`src/bmrd_pkg.sv`:
```
// Shared types and constants for the bus monitor record decoder.
`default_nettype none
package bmrd_pkg;

  localparam logic [3:0] TYPE_ERROR   = 4'h1;
  localparam logic [3:0] TYPE_TIME_LO = 4'h2;
  localparam logic [3:0] TYPE_TIME_HI = 4'h3;
  localparam logic [3:0] TYPE_CMD_A   = 4'h8;
  localparam logic [3:0] TYPE_CMD_B   = 4'hC;

  localparam logic [1:0] KIND_CMD    = 2'd0;
  localparam logic [1:0] KIND_CMD2   = 2'd1;
  localparam logic [1:0] KIND_DATA   = 2'd2;
  localparam logic [1:0] KIND_STATUS = 2'd3;

  localparam logic [2:0] REG_FILTER_ENABLE = 3'd0;
  localparam logic [2:0] REG_FILTER_BUS    = 3'd1;
  localparam logic [2:0] REG_FILTER_RT     = 3'd2;
  localparam logic [2:0] REG_FILTER_SA     = 3'd3;
  localparam logic [2:0] REG_FILTER_MC     = 3'd4;

  localparam logic [1:0] BUS_ANY  = 2'd0;
  localparam logic [1:0] BUS_A    = 2'd1;
  localparam logic [1:0] BUS_B    = 2'd2;
  localparam logic [1:0] BUS_NONE = 2'd3;

  localparam logic [5:0] FILTER_OFF = 6'h3F;

  localparam int TIME_W = 46;

  // controller -> datapath
  typedef struct packed {
    logic absorb;      // apply the accepted word to the pending transaction
    logic clear;       // drop the pending transaction
    logic idx_reset;   // restart result index
    logic idx_step;    // advance result index
    logic load_out;    // capture a result into the output register
  } bmrd_cmd_t;

  // datapath -> controller
  typedef struct packed {
    logic closing;     // accepted word closes a non-empty transaction
    logic nonempty;    // pending transaction not empty
    logic emit_ok;     // pending transaction holds a command and passes filter
    logic last_idx;    // current index is the final result
  } bmrd_status_t;

endpackage
`default_nettype wire

```
`src/bmrd_datapath.sv`:
```
// Datapath: transaction state, word store, filter and result forming.
`default_nettype none
module bmrd_datapath #(
  parameter int STORE_DEPTH = 32
) (
  input  wire logic               clk,
  input  wire logic               rst_n,
  input  wire logic               cfg_we,
  input  wire logic [2:0]         cfg_index,
  input  wire logic [5:0]         cfg_data,
  input  wire logic [31:0]        word,
  input  wire bmrd_pkg::bmrd_cmd_t cmd,
  output bmrd_pkg::bmrd_status_t  status,
  output logic [92:0]             result
);
  localparam int CW = $clog2(STORE_DEPTH + 1);
  localparam int AW = $clog2(STORE_DEPTH);

  logic       fen_r;
  logic [1:0] fbus_r;
  logic [5:0] frt_r, fsa_r, fmc_r;

  logic [15:0] cmd_word_r;
  logic        cmd_seen_r, cmd_bus_b_r, second_seen_r, status_seen_r, error_seen_r;
  logic [4:0]  second_rt_r;
  logic [25:0] tlo_r;
  logic [19:0] thi_r;
  logic [45:0] msg_time_r, latest_time_r;
  logic [CW-1:0] count_r;
  logic [15:0] store [STORE_DEPTH];
  logic [5:0]  idx_r;
  logic [15:0] rd_r;

  logic [3:0]  wtype;
  logic [15:0] bw;
  assign wtype = word[31:28];
  assign bw    = word[15:0];

  always_ff @(posedge clk) begin
    if (!rst_n) begin
      fen_r <= 1'b0; fbus_r <= bmrd_pkg::BUS_ANY;
      frt_r <= bmrd_pkg::FILTER_OFF; fsa_r <= bmrd_pkg::FILTER_OFF;
      fmc_r <= bmrd_pkg::FILTER_OFF;
    end else if (cfg_we) begin
      case (cfg_index)
        bmrd_pkg::REG_FILTER_ENABLE: fen_r  <= cfg_data[0];
        bmrd_pkg::REG_FILTER_BUS:    fbus_r <= cfg_data[1:0];
        bmrd_pkg::REG_FILTER_RT:     frt_r  <= cfg_data;
        bmrd_pkg::REG_FILTER_SA:     fsa_r  <= cfg_data;
        bmrd_pkg::REG_FILTER_MC:     fmc_r  <= cfg_data;
        default: ;
      endcase
    end
  end

  logic [4:0] rt, sa, wc;
  logic       tr, mode, fpass;
  logic [5:0] shown, nres;
  assign rt = cmd_word_r[15:11];
  assign tr = cmd_word_r[10];
  assign sa = cmd_word_r[9:5];
  assign wc = cmd_word_r[4:0];
  assign mode = (sa == 5'd0) || (sa == 5'd31);

  always_comb begin
    fpass = 1'b1;
    if (fen_r) begin
      if (fbus_r == bmrd_pkg::BUS_A && cmd_bus_b_r) fpass = 1'b0;
      if (fbus_r == bmrd_pkg::BUS_B && !cmd_bus_b_r) fpass = 1'b0;
      if (fbus_r == bmrd_pkg::BUS_NONE) fpass = 1'b0;
      if (frt_r != bmrd_pkg::FILTER_OFF && frt_r != {1'b0, rt}) fpass = 1'b0;
      if (fsa_r != bmrd_pkg::FILTER_OFF) begin
        if (mode || fsa_r != {1'b0, sa}) fpass = 1'b0;
      end else if (fmc_r != bmrd_pkg::FILTER_OFF) begin
        if (!mode || fmc_r != {1'b0, wc}) fpass = 1'b0;
      end
    end
  end

  always_comb begin
    shown = 6'd0;
    if (!mode) shown = (wc == 5'd0) ? 6'd32 : {1'b0, wc};
    else if ((tr && wc == 5'd17) || (!tr && wc == 5'd16)) shown = 6'd1;
    nres = (shown == 6'd0) ? 6'd1 : shown;
  end

  logic nonempty, closes;
  assign nonempty = cmd_seen_r || error_seen_r || (msg_time_r != '0) || (count_r != '0);
  assign closes = (wtype == bmrd_pkg::TYPE_ERROR) || (wtype == bmrd_pkg::TYPE_TIME_LO) ||
                  (wtype == bmrd_pkg::TYPE_TIME_HI) || (wtype == bmrd_pkg::TYPE_CMD_A) ||
                  (wtype == bmrd_pkg::TYPE_CMD_B);
  assign status.closing  = closes && nonempty;
  assign status.nonempty = nonempty;
  assign status.emit_ok  = cmd_seen_r && fpass;
  assign status.last_idx = (idx_r + 6'd1 == nres);

  always_ff @(posedge clk) begin
    if (!rst_n) begin
      cmd_word_r <= '0; cmd_seen_r <= 1'b0; cmd_bus_b_r <= 1'b0;
      second_rt_r <= '0; second_seen_r <= 1'b0; status_seen_r <= 1'b0;
      error_seen_r <= 1'b0; tlo_r <= '0; thi_r <= '0; msg_time_r <= '0;
      latest_time_r <= '0; count_r <= '0;
    end else if (cmd.clear) begin
      cmd_word_r <= '0; cmd_seen_r <= 1'b0; cmd_bus_b_r <= 1'b0;
      second_rt_r <= '0; second_seen_r <= 1'b0; status_seen_r <= 1'b0;
      error_seen_r <= 1'b0; tlo_r <= '0; thi_r <= '0; msg_time_r <= '0;
      count_r <= '0;
    end else if (cmd.absorb) begin
      if (wtype == bmrd_pkg::TYPE_ERROR) begin
        error_seen_r <= 1'b1;
      end else if (wtype == bmrd_pkg::TYPE_TIME_LO) begin
        tlo_r <= word[25:0];
        if (thi_r != '0) begin
          msg_time_r <= {thi_r, word[25:0]};
          latest_time_r <= {thi_r, word[25:0]};
        end
      end else if (wtype == bmrd_pkg::TYPE_TIME_HI) begin
        thi_r <= word[19:0];
        if (tlo_r != '0) begin
          msg_time_r <= {word[19:0], tlo_r};
          latest_time_r <= {word[19:0], tlo_r};
        end
      end else if (wtype[3]) begin
        case (wtype[1:0])
          bmrd_pkg::KIND_CMD: begin
            cmd_word_r <= bw; cmd_bus_b_r <= wtype[2]; cmd_seen_r <= 1'b1;
          end
          bmrd_pkg::KIND_CMD2: begin
            second_rt_r <= bw[15:11]; second_seen_r <= 1'b1;
          end
          bmrd_pkg::KIND_DATA: begin
            if (count_r < CW'(STORE_DEPTH)) count_r <= count_r + CW'(1);
          end
          default: status_seen_r <= 1'b1;
        endcase
      end
    end
  end

  always_ff @(posedge clk) begin
    if (cmd.absorb && wtype[3] && wtype[1:0] == bmrd_pkg::KIND_DATA &&
        count_r < CW'(STORE_DEPTH))
      store[count_r[AW-1:0]] <= bw;
  end

  // read port: address follows the next index so data is ready with it
  logic [5:0] idx_nxt;
  always_comb begin
    idx_nxt = idx_r;
    if (cmd.idx_reset) idx_nxt = 6'd0;
    else if (cmd.idx_step) idx_nxt = idx_r + 6'd1;
  end

  always_ff @(posedge clk) begin
    if (!rst_n) idx_r <= '0;
    else idx_r <= idx_nxt;
    rd_r <= store[idx_nxt[AW-1:0]];
  end

  logic [15:0] dval;
  assign dval = ({1'b0, idx_r} < 7'({1'b0, shown}) && CW'(idx_r) < count_r) ? rd_r : 16'd0;

  logic [45:0] tt;
  assign tt = (msg_time_r != '0) ? msg_time_r : latest_time_r;

  always_ff @(posedge clk) begin
    if (cmd.load_out)
      result <= {status.last_idx, dval, shown, !status_seen_r, second_rt_r,
                 second_seen_r, wc, sa, tr, rt, cmd_bus_b_r, tt};
  end
endmodule
`default_nettype wire

```
`src/bmrd_ctrl.sv`:
```
// Controller: sequences absorb, flush and result emission per accepted word.
`default_nettype none
module bmrd_ctrl (
  input  wire logic                 clk,
  input  wire logic                 rst_n,
  input  wire logic                 in_fire,
  input  wire logic                 chunk_end,
  input  wire logic                 out_tready,
  input  wire bmrd_pkg::bmrd_status_t status,
  output bmrd_pkg::bmrd_cmd_t       cmd,
  output logic                      in_tready,
  output logic                      out_tvalid
);
  typedef enum logic [2:0] {
    S_IDLE, S_CLOSE, S_EMIT1, S_ABSORB, S_END, S_EMIT2
  } state_t;

  state_t state_r, state_nxt;
  logic   out_tvalid_r, out_tvalid_nxt, ce_r, ce_nxt;

  assign in_tready  = (state_r == S_IDLE);
  assign out_tvalid = out_tvalid_r;

  logic out_free;
  assign out_free = !out_tvalid_r || out_tready;

  always_comb begin
    state_nxt = state_r;
    out_tvalid_nxt = out_tvalid_r && !out_tready;
    ce_nxt = ce_r;
    cmd = '0;
    case (state_r)
      S_IDLE: if (in_fire) begin
        ce_nxt = chunk_end;
        state_nxt = S_CLOSE;
      end
      S_CLOSE: begin
        cmd.idx_reset = 1'b1;
        if (status.closing && status.emit_ok) state_nxt = S_EMIT1;
        else begin
          if (status.closing) cmd.clear = 1'b1;
          state_nxt = S_ABSORB;
        end
      end
      S_EMIT1, S_EMIT2: if (out_free) begin
        cmd.load_out = 1'b1;
        out_tvalid_nxt = 1'b1;
        if (status.last_idx) begin
          cmd.clear = 1'b1;
          cmd.idx_reset = 1'b1;
          state_nxt = (state_r == S_EMIT1) ? S_ABSORB : S_IDLE;
        end else cmd.idx_step = 1'b1;
      end
      S_ABSORB: begin
        cmd.absorb = 1'b1;
        state_nxt = ce_r ? S_END : S_IDLE;
      end
      S_END: begin
        cmd.idx_reset = 1'b1;
        if (status.nonempty && status.emit_ok) state_nxt = S_EMIT2;
        else begin
          cmd.clear = 1'b1;
          state_nxt = S_IDLE;
        end
      end
      default: state_nxt = S_IDLE;
    endcase
  end

  always_ff @(posedge clk) begin
    if (!rst_n) begin
      state_r <= S_IDLE; out_tvalid_r <= 1'b0; ce_r <= 1'b0;
    end else begin
      state_r <= state_nxt; out_tvalid_r <= out_tvalid_nxt; ce_r <= ce_nxt;
    end
  end
endmodule
`default_nettype wire

```
`src/bus_monitor_record_decoder.sv`:
```
// Top level of the bus monitor record decoder.
// Decodes MIL-STD-1553 monitor records into one result per displayed data word
// of each filtered transaction, or a single result when none is displayed.
// Words are taken one at a time: the next word is not accepted until the last
// one is absorbed and its results are loaded for output. Results leave the
// controller's emission loop one per cycle while the output is taken.
`default_nettype none
module bus_monitor_record_decoder #(
  parameter int STORE_DEPTH = 32
) (
  input  wire logic         clk,
  input  wire logic         rst_n,
  input  wire logic         cfg_we,
  input  wire logic [2:0]   cfg_index,
  input  wire logic [5:0]   cfg_data,
  input  wire logic         in_tvalid,
  output logic              in_tready,
  input  wire logic [31:0]  in_tdata,   // monitor_word
  input  wire logic         in_tlast,   // chunk_end
  output logic              out_tvalid,
  input  wire logic         out_tready,
  // timetag, bus_b, rt_address, transmit, subaddress, word_count_field,
  // rt_to_rt, second_rt, no_response, words_shown, data_word, zero pad
  output logic [95:0]       out_tdata,
  output logic              out_tlast   // last_of_run
);
  bmrd_pkg::bmrd_cmd_t    cmd;
  bmrd_pkg::bmrd_status_t status;
  logic [31:0] word_r;
  logic [92:0] result;
  logic        in_fire;

  assign in_fire = in_tvalid && in_tready;

  always_ff @(posedge clk) begin
    if (in_fire) word_r <= in_tdata;
  end

  bmrd_ctrl u_ctrl (
    .clk, .rst_n, .in_fire, .chunk_end(in_tlast), .out_tready,
    .status, .cmd, .in_tready, .out_tvalid
  );

  bmrd_datapath #(.STORE_DEPTH(STORE_DEPTH)) u_dp (
    .clk, .rst_n, .cfg_we, .cfg_index, .cfg_data, .word(word_r),
    .cmd, .status, .result
  );

  assign out_tdata = {4'd0, result[91:0]};
  assign out_tlast = result[92];
endmodule
`default_nettype wire

```
`config.mk`:
```
export PLATFORM = sky130hd
export DESIGN_NAME = bus_monitor_record_decoder
export DESIGN_NICKNAME = d
export VERILOG_FILES = /design/src/bmrd_pkg.sv /design/src/bmrd_datapath.sv /design/src/bmrd_ctrl.sv /design/src/bus_monitor_record_decoder.sv
export SDC_FILE = /design/constraint.sdc
export NUM_CORES = 1
export LEC_CHECK = 0
export ABC_AREA = 1
export BUFFER_PORTS_ARGS = -buffer_cell sky130_fd_sc_hd__buf_2
export CAP_MARGIN = 0
export CORE_MARGIN = 4
export CORE_UTILIZATION = 60
export CTS_BUF_LIST = sky130_fd_sc_hd__clkbuf_4 sky130_fd_sc_hd__clkbuf_8
export DETAILED_ROUTE_END_ITERATION = 10
export PLACE_DENSITY = 0.78
export SYNTH_ARGS = -nofsm -noshare
export SYNTH_HDL_FRONTEND = slang
export SYNTH_HIERARCHICAL = 1
export SYNTH_SLANG_ARGS = --single-unit
```
`constraint.sdc`:
```
create_clock -name clk -period 6 [get_ports clk]
set_clock_uncertainty 0.15 [all_clocks]
set_input_delay 1.2 -clock clk [delete_from_list [all_inputs] [get_ports clk]]
set_output_delay 1.2 -clock clk [all_outputs]
set_load 0.03 [all_outputs]
```
Word level (Yosys, flattened, before mapping)
Memories as Yosys holds them, arrays and structs flattened. A register that Yosys moved wholly into a read port is not among the register bits.
Index checks and enable logic that the tools add are counted.
{"block": "word_totals", "mem_count": 1, "ramBits": 512, "in_bits": 47, "regBits": 327}
{"memory": "u_dp.store", "depth": 32, "width": 16, "read_ports": 1, "rd_ports_with_merged_regs": 1, "write_ports": 1, "line_no": "bmrd_datapath.sv:30", "text": "logic [15:0] store [STORE_DEPTH];"}
{"block": "op_classes", "eq_ne": 33, "order_cmp": 3, "bitwise": 6, "muxes": 41, "addsub": 2, "n_reduce_logical": 65}
{"operator": "two-way mux 46 bit", "n": 5}
{"operator": "nonzero test 46 bit", "n": 1}
{"operator": "nonzero test 26 bit", "n": 1}
{"operator": "AND reduction 6 bit", "n": 4}
{"operator": "two-way mux 1 bit", "n": 20}
{"operator": "nonzero test 20 bit", "n": 1}
{"operator": "two-way mux 6 bit", "n": 3}
{"operator": "!= test 6 x 5 -> 1 bit", "n": 3}
{"operator": "!= test 6 bit, second input constant", "n": 3}
{"operator": "== test 5 bit, second input constant", "n": 3}
{"operator": "logical AND 1 bit", "n": 15}
{"operator": "two-way mux 3 bit", "n": 5}
{"operator": "one-hot mux 3 bit (5 select lines)", "n": 1}
{"operator": "AND reduction 2 bit", "n": 7}
{"operator": "adder 6 x 1 -> 6 bit, second input constant", "n": 2}
{"operator": "== test 3 x 2 -> 1 bit, second input constant", "n": 4}
{"operator": "logical OR 1 bit", "n": 12}
{"operator": "less-than comparator 6 bit", "n": 2}
{"operator": "logical NOT 5 bit", "n": 2}
{"operator": "two-way mux 5 bit", "n": 2}
{"operator": "== test 3 bit, second input constant", "n": 3}
{"operator": "== test 4 x 2 -> 1 bit, second input constant", "n": 2}
{"operator": "== test 4 bit, second input constant", "n": 2}
{"operator": "AND reduction 7 bit", "n": 1}
{"operator": "other kinds (23)", "n": 46}

Depth between registers and ports, before layout
Gate-level depths: netlist of the first run.
{"block": "depth", "depth_word": 16, "mapped_depth": 25, "depth_no_buf": 23}

Cells and area by module
The synthesis of the first run kept the hierarchy.
{"mod": "bmrd_datapath", "seq_area_each_um2": 22431.5, "cells_each": 3365, "area_per_inst_um2": 34327.9, "n_inst": 1}
{"mod": "bus_monitor_record_decoder", "seq_area_each_um2": 960.9, "cells_each": 39, "area_per_inst_um2": 1002.2, "n_inst": 1}
{"mod": "bmrd_ctrl", "seq_area_each_um2": 100.1, "cells_each": 57, "area_per_inst_um2": 327.8, "n_inst": 1}

Worst setup path after synthesis of the first run
Ideal clock, no wire load.
{"block": "synth_timing", "kind": "in2reg", "start": "in out_tready", "end": "reg u_dp.rd_r[5] (read register of u_dp.store)", "cell_stages": 18, "setup_slack_ns": 0.454, "setup_time_ns": 0.113, "n_path_buf": 3, "t_required_ns": 5.737, "arrival_ns": 5.284, "path_cell_list": "inv_1 nand2_1 inv_1 nor2_2 nand2_1 nand3_1 inv_1 nand3_2 buf_6 buf_6 buf_2 nand2_1 o211ai_1 nand3_1 nand3_1 nand2_1 nand2_1 nand2_1"}
{"item": "start, declared", "line_no": "bus_monitor_record_decoder.sv:21", "text": "input wire logic out_tready,"}
{"item": "end, declared", "line_no": "bmrd_datapath.sv:32", "text": "logic [15:0] rd_r;"}

==> flow_summary.json, run 1 <==
{
  "place_inst": 4257,
  "cap_violations": 0,
  "synthToLayoutAreaGrowth_pct": 11.08,
  "p_int_mw": 9.982,
  "final_nets": 3686,
  "hold_start": "u_dp/second_rt_r[2]",
  "cts_sinks": 853,
  "cp.arrival_ps": 5130,
  "r2r-start": "u_dp/cmd_word_r[8]",
  "grt_pass1_wl_um": 130300,
  "antenna_left": 0,
  "grt_use_total": 0.2657,
  "layout_commonest_cell": "nand2_1",
  "ir_drop_mv": 0.3737,
  "path_class": "register to register",
  "reg2reg_depth": 19,
  "outcome": "finished clean",
  "rsz0062_at_grt": "false",
  "root_buffer": "clkbuf_8",
  "start_util": 0.6043,
  "first_iter_violations": 2761,
  "yosys_warnings": 6,
  "p_switching_mw": 4.170,
  "syn-mean-instance-area_um2": 10.29,
  "p_clk_frac": 0.348,
  "core_area_um2": 58910,
  "max_freq_mhz": 217.5,
  "h-tree-depth": 4,
  "hold_path_class": "register to register",
  "ff2ff_setup_slack_ps": 1400,
  "cts_buffers": 138,
  "port-buffer-count": 139,
  "drc": 0,
  "detail_route.wl_per_cell_um": 19.06,
  "grt_max_degree": 260,
  "powerDensity_nw_per_um2": 357.9,
  "die_h_um": 251.6,
  "postSynthCellCount": 3459,
  "leakage_nw": 16.08,
  "fp-row-count": 89,
  "finalSetupViolCount": 0,
  "hpwl_um": 49060,
  "io-pin-count": 146,
  "crit_fanout": 259,
  "holdWs_ps": 283.0,
  "seq_power_share": 0.491,
  "antenna_found_initial": 1,
  "grt-ovfl-total": 0,
  "routed-via-count": 25290,
  "grt_pass1_vias": 23540,
  "power_frac_comb": 0.161,
  "final_cell_mix": "nand2_1 (820), edfxtp_1 (635), inv_1 (476)",
  "worstMarginPinSlew_ps": 1204,
  "cp.required_ps": 6540,
  "end_kind": "register",
  "postCtsSetupBuffers": 0,
  "cts_resized": 0,
  "final_util": 0.6712,
  "min_to": "u_dp/result[66]",
  "place_congestion": 0.8729,
  "slew_headroom": 0.1975,
  "vias_per_cell": 5.605,
  "totalWireLength_um": 86000,
  "sw_frac_of_total": 0.2947,
  "cts_tree": "done",
  "min_path_cells": 0,
  "clk_pin_slew_ps": 60,
  "reg2reg_to": "u_dp/rd_r[9]",
  "dr.pass1.iters": 6,
  "fin_setup_tns_ps": 0,
  "drive_gt1_frac": 0.1250,
  "insertion_delay_ps": 800,
  "ctsHoldBuffers": 0,
  "synth_area_um2": 35600,
  "final_cells": 4511,
  "critPathLaunchType": "register",
  "clockBufferDepth": 3,
  "die_width_um": 251.6,
  "slew_violations": 0,
  "hold_violations": 0,
  "fin_crit_sh": 0.7663,
  "period_minus_slack_ps": 4598,
  "dieArea_um2": 63290
}
-- power by group through the flow --
stage	Combinational [mW]	Sequential [mW]	Clock [mW]
6_report	2.27	6.95	4.92
4_1_cts	2.24	6.95	4.99
3_5_place_dp	2.23	7.07	0
2_1_floorplan	1.07	7.45	0
3_3_place_gp	2.18	7.06	0
5_1_grt	2.43	6.97	5.28
-- how the worst max path moves through the flow --
| stage | start | endpoint | cells after the start | slack [ps] |
|---|---|---|---|---|
| detailed placement | u_dp/cmd_word_r[8] | u_dp/rd_r[9] | 19 | 1570 |
| floorplan | out_tready | u_dp/rd_r[5] | 18 | 450 |
| finish | u_dp/cmd_word_r[8] | u_dp/rd_r[9] | 19 | 1400 |
| CTS | u_dp/cmd_word_r[8] | u_dp/rd_r[9] | 19 | 1520 |
| global placement | u_dp/cmd_word_r[8] | u_dp/rd_r[8] | 19 | 1650 |
| global route | u_dp/cmd_word_r[8] | u_dp/rd_r[9] | 19 | 1100 |
-- per-layer routing --
layer / share of wire / track usage / up-vias / wire (um)
met4: 0.029 / 0.09906 / 0 / 2525
li1: - / - / 11970 / -
met1: 0.40 / 0.3736 / 11910 / 34710
met2: 0.47 / 0.4190 / 1235 / 40310
met3: 0.098 / 0.05010 / 169 / 8452
met5: 0 / 0 / - / 0
-- critical path, stage by stage (launching register included) --
cell	delay (ps)
dfxtp_1	450
nor2_1	80
nand3_1	110
nand2_2	140
nor4_1	580
xnor2_1	190
nand2_1	60
nor2_1	250
nand2_1	110
nand3_1	160
inv_1	190
nand3_4	170
buf_12	600
nand2_1	130
o211ai_1	150
nand3_1	110
nand3_1	170
nand2_1	130
nand2_1	170
nand2_1	90
-- area by class of cell --
| cell class | instances | area, um^2 |
|---|---|---|
| Antenna cell | 1 | 2.502 |
| Clock buffer | 192 | 2361 |
| Clock inverter | 61 | 367.9 |
| Fill cell | 4310 | 19370 |
| Inverter | 484 | 1818 |
| Multi-Input combinational cell | 1939 | 9328 |
| Sequential cell | 853 | 23430 |
| Tap cell | 773 | 967.2 |
| Timing Repair Buffer | 208 | 1264 |
-- registers in the layout, indices dropped and copies added, names as in the netlist, 16 cells and up --
name                flops
u_dp/store            512
u_dp/rd_r              16
word_r                 30
u_dp/thi_r             20
u_dp/tlo_r             26
u_dp/cmd_word_r        16
u_dp/msg_time_r        46
u_dp/result            93
u_dp/latest_time_r     46
-- stage by stage --
stage	instance area [um^2]	total power, mW	setup slack, ps
after floorplan	35610	8.519	453.6
after global placement	36810	9.248	1649
after detailed placement	36810	9.302	1571
after CTS	39540	14.18	1522
after global routing	39540	14.68	1097
final	39540	14.15	1402
Note: power is estimated with default switching activity, not from simulation.
==> run 2: changes to the inputs <==
--- a/config.mk
+++ b/config.mk
@@ -9,10 +9,10 @@
 export BUFFER_PORTS_ARGS = -buffer_cell sky130_fd_sc_hd__buf_2
 export CAP_MARGIN = 0
 export CORE_MARGIN = 4
-export CORE_UTILIZATION = 60
+export CORE_UTILIZATION = 58
 export CTS_BUF_LIST = sky130_fd_sc_hd__clkbuf_4 sky130_fd_sc_hd__clkbuf_8
 export DETAILED_ROUTE_END_ITERATION = 10
-export PLACE_DENSITY = 0.78
+export PLACE_DENSITY = 0.79
 export SYNTH_ARGS = -nofsm -noshare
 export SYNTH_HDL_FRONTEND = slang
 export SYNTH_HIERARCHICAL = 1
==> constraint.sdc (replaced) <==
create_clock -name clk -period 4.16 [get_ports clk]
set_clock_uncertainty 0.15 [all_clocks]
set_input_delay 0.832 -clock clk [delete_from_list [all_inputs] [get_ports clk]]
set_output_delay 0.832 -clock clk [all_outputs]
set_load 0.03 [all_outputs]
==> run 2 against run 1 <==
  * Final area up 0.78%
  * Clock power up 42%
  * Sequential cell count unchanged
==> flow_summary.json, run 2 (same netlist as run 1, synthesis figures left out) <==
{
  "outcome": "finished clean",
  "slew_violations": 0,
  "cp.arrival_ps": 4320,
  "cts_sinks": 853,
  "drive_gt1_frac": 0.1287,
  "cp_num_buf_inv": 4,
  "fin_setup_tns_ps": 0,
  "io-pin-count": 146,
  "slew_headroom": 0.2240,
  "grt_max_degree": 154,
  "finalSetupViolCount": 0,
  "period_minus_slack_ps": 3844,
  "r2r-start": "u_dp/cmd_word_r[8]",
  "fp-row-count": 90,
  "sw_frac_of_total": 0.2895,
  "crit_fanout": 69,
  "h-tree-depth": 4,
  "fin_crit_sh": 0.9241,
  "cts_buffers": 133,
  "p_int_mw": 14.47,
  "clockBufferDepth": 3,
  "hpwl_um": 51290,
  "critPathLaunchType": "register",
  "rsz0062_at_grt": "false",
  "critPathSlowestCell": "dfxtp_1",
  "start_util": 0.5876,
  "vias_per_cell": 5.602,
  "min_to": "word_r[19]",
  "path_class": "register to register",
  "final_nets": 3711,
  "root_buffer": "clkbuf_8",
  "powerDensity_nw_per_um2": 511.0,
  "slowest_delay_ps": 440,
  "fin_area_um2": 39850,
  "detail_route.wl_per_cell_um": 18.83,
  "routed-via-count": 25420,
  "port-buffer-count": 139,
  "antenna_found_initial": 3,
  "max_freq_mhz": 260.1,
  "crit_top_cell": "nand2_1",
  "cap_violations": 0,
  "min_path_cells": 1,
  "p_switching_mw": 5.896,
  "p_clk_frac": 0.342,
  "ir_drop_mv": 0.4380,
  "place_area_um2": 37170,
  "reg2reg_depth": 23,
  "nFillCells": 4359,
  "grt-ovfl-total": 0,
  "hold_path_class": "input pin to register",
  "grt_pass1_wl_um": 131000,
  "cp.required_ps": 4640,
  "leakage_nw": 16.27,
  "synthToLayoutAreaGrowth_pct": 11.94,
  "totalWireLength_um": 85410,
  "seqCellArea_um2": 23430,
  "dr.pass1.iters": 5,
  "seq_power_share": 0.499,
  "hold_start": "in_tdata[19]",
  "dieArea_um2": 65400,
  "grt_use_total": 0.2563,
  "first_iter_violations": 2660,
  "ff2ff_setup_slack_ps": 320,
  "hold_violations": 0,
  "core_area_um2": 60580,
  "cts_tree": "done",
  "die_h_um": 255.7,
  "insertion_delay_ps": 770,
  "drc": 0,
  "place_congestion": 0.8515,
  "postCtsSetupBuffers": 0,
  "antenna_left": 0,
  "largest_register_ff_count": 512,
  "layout_commonest_cell": "nand2_1",
  "multiInputGateArea_um2": 9316,
  "final_util": 0.6577,
  "cp_top_family": "simple AND/OR/NAND/NOR gates",
  "final_cell_mix": "nand2_1 (820), edfxtp_1 (635), inv_1 (476)",
  "grt_pass1_vias": 23720,
  "die_width_um": 255.7,
  "power_frac_comb": 0.159,
  "end_kind": "register",
  "reg2reg_to": "u_dp/rd_r[11]",
  "path_cells": "nand2_1 > nor2_1 > nand2_1 > nand2_2 > inv_1 > nand2_1 > xor2_1 > nor2_1 > nand3_1 > nor2_1 > nand2_1 > nand3_1 > inv_1 > nand3_4 > buf_12 > buf_12 > nand2_1 > o211ai_1 > nand3_1 > nand3_1 > nand2_1 > nand2_1 > nand2_1",
  "worstMarginPinSlew_ps": 1164,
  "clk_pin_slew_ps": 60
}
run 2: worst register-to-register path: cells and delay by family (launching register included):
kind                      cells  cell delay (ps)
and+or+nand+nor              17             2140
DFF                           1              440
xor gates and xnor gates      1               80
buffers and inverters         4              820
AOI/OAI and AO/OA             1               90
run 2: worst max-delay path by stage:
| stage | end | cells past startpoint | startpoint |
|---|---|---|---|
| 2_1_floorplan | u_dp/rd_r[5] | 18 | out_tready |
| 3_5_place_dp | u_dp/rd_r[13] | 20 | u_dp/cmd_word_r[8] |
| 4_1_cts | u_dp/rd_r[11] | 20 | u_dp/cmd_word_r[8] |
| 3_3_place_gp | u_dp/rd_r[10] | 23 | u_dp/cmd_word_r[8] |
| 6_report | u_dp/rd_r[11] | 23 | u_dp/cmd_word_r[8] |
| 5_1_grt | u_dp/rd_r[11] | 20 | u_dp/cmd_word_r[8] |
run 2: layout make-up:
cell class,count,area share
Antenna cell,1,0.00006280
Multi-Input combinational cell,1939,0.2338
Clock inverter,45,0.007536
Clock buffer,195,0.05919
Sequential cell,853,0.5881
Tap cell,782,0.02455
Inverter,484,0.04566
Timing Repair Buffer,238,0.04113
run 2: power by group through the flow:
stage	logic [mW]	clock network, mW	registers (mW)
after global routing	3.48	7.45	10.2
final	3.24	6.97	10.2
after floorplan	1.54	0	10.7
after detailed placement	3.18	0	10.3
after global placement	3.11	0	10.3
after CTS	3.19	7.06	10.1
run 2: per-layer routing:
metal	global-route usage	wire, um	vias to the layer above	part of all wire
met5	0	26	-	0.00030
met3	0.05412	9082	191	0.11
met1	0.3530	34010	11910	0.40
met2	0.4070	39680	1286	0.46
li1	-	-	12030	-
met4	0.09477	2618	4	0.031
run 2: repair_timing:
item	CTS	global route
setup endpoints to repair	0	15
resized for setup	0	3
hold buffers	0	0
run 2: per-stage QoR:
| stage | hold slack [ps] | setup WS (ps) | total power [mW] | cells |
|---|---|---|---|---|
| 2_1_floorplan | 253.0 | 77.43 | 12.28 | 3462 |
| 3_3_place_gp | 259.3 | 287.3 | 13.42 | 4296 |
| 3_5_place_dp | 265.0 | 207.2 | 13.50 | 4296 |
| 4_1_cts | 10.88 | 170.8 | 20.40 | 4536 |
| 5_1_grt | 42.03 | 13.41 | 21.11 | 4537 |
| 6_report | 82.39 | 315.7 | 20.36 | 4537 |
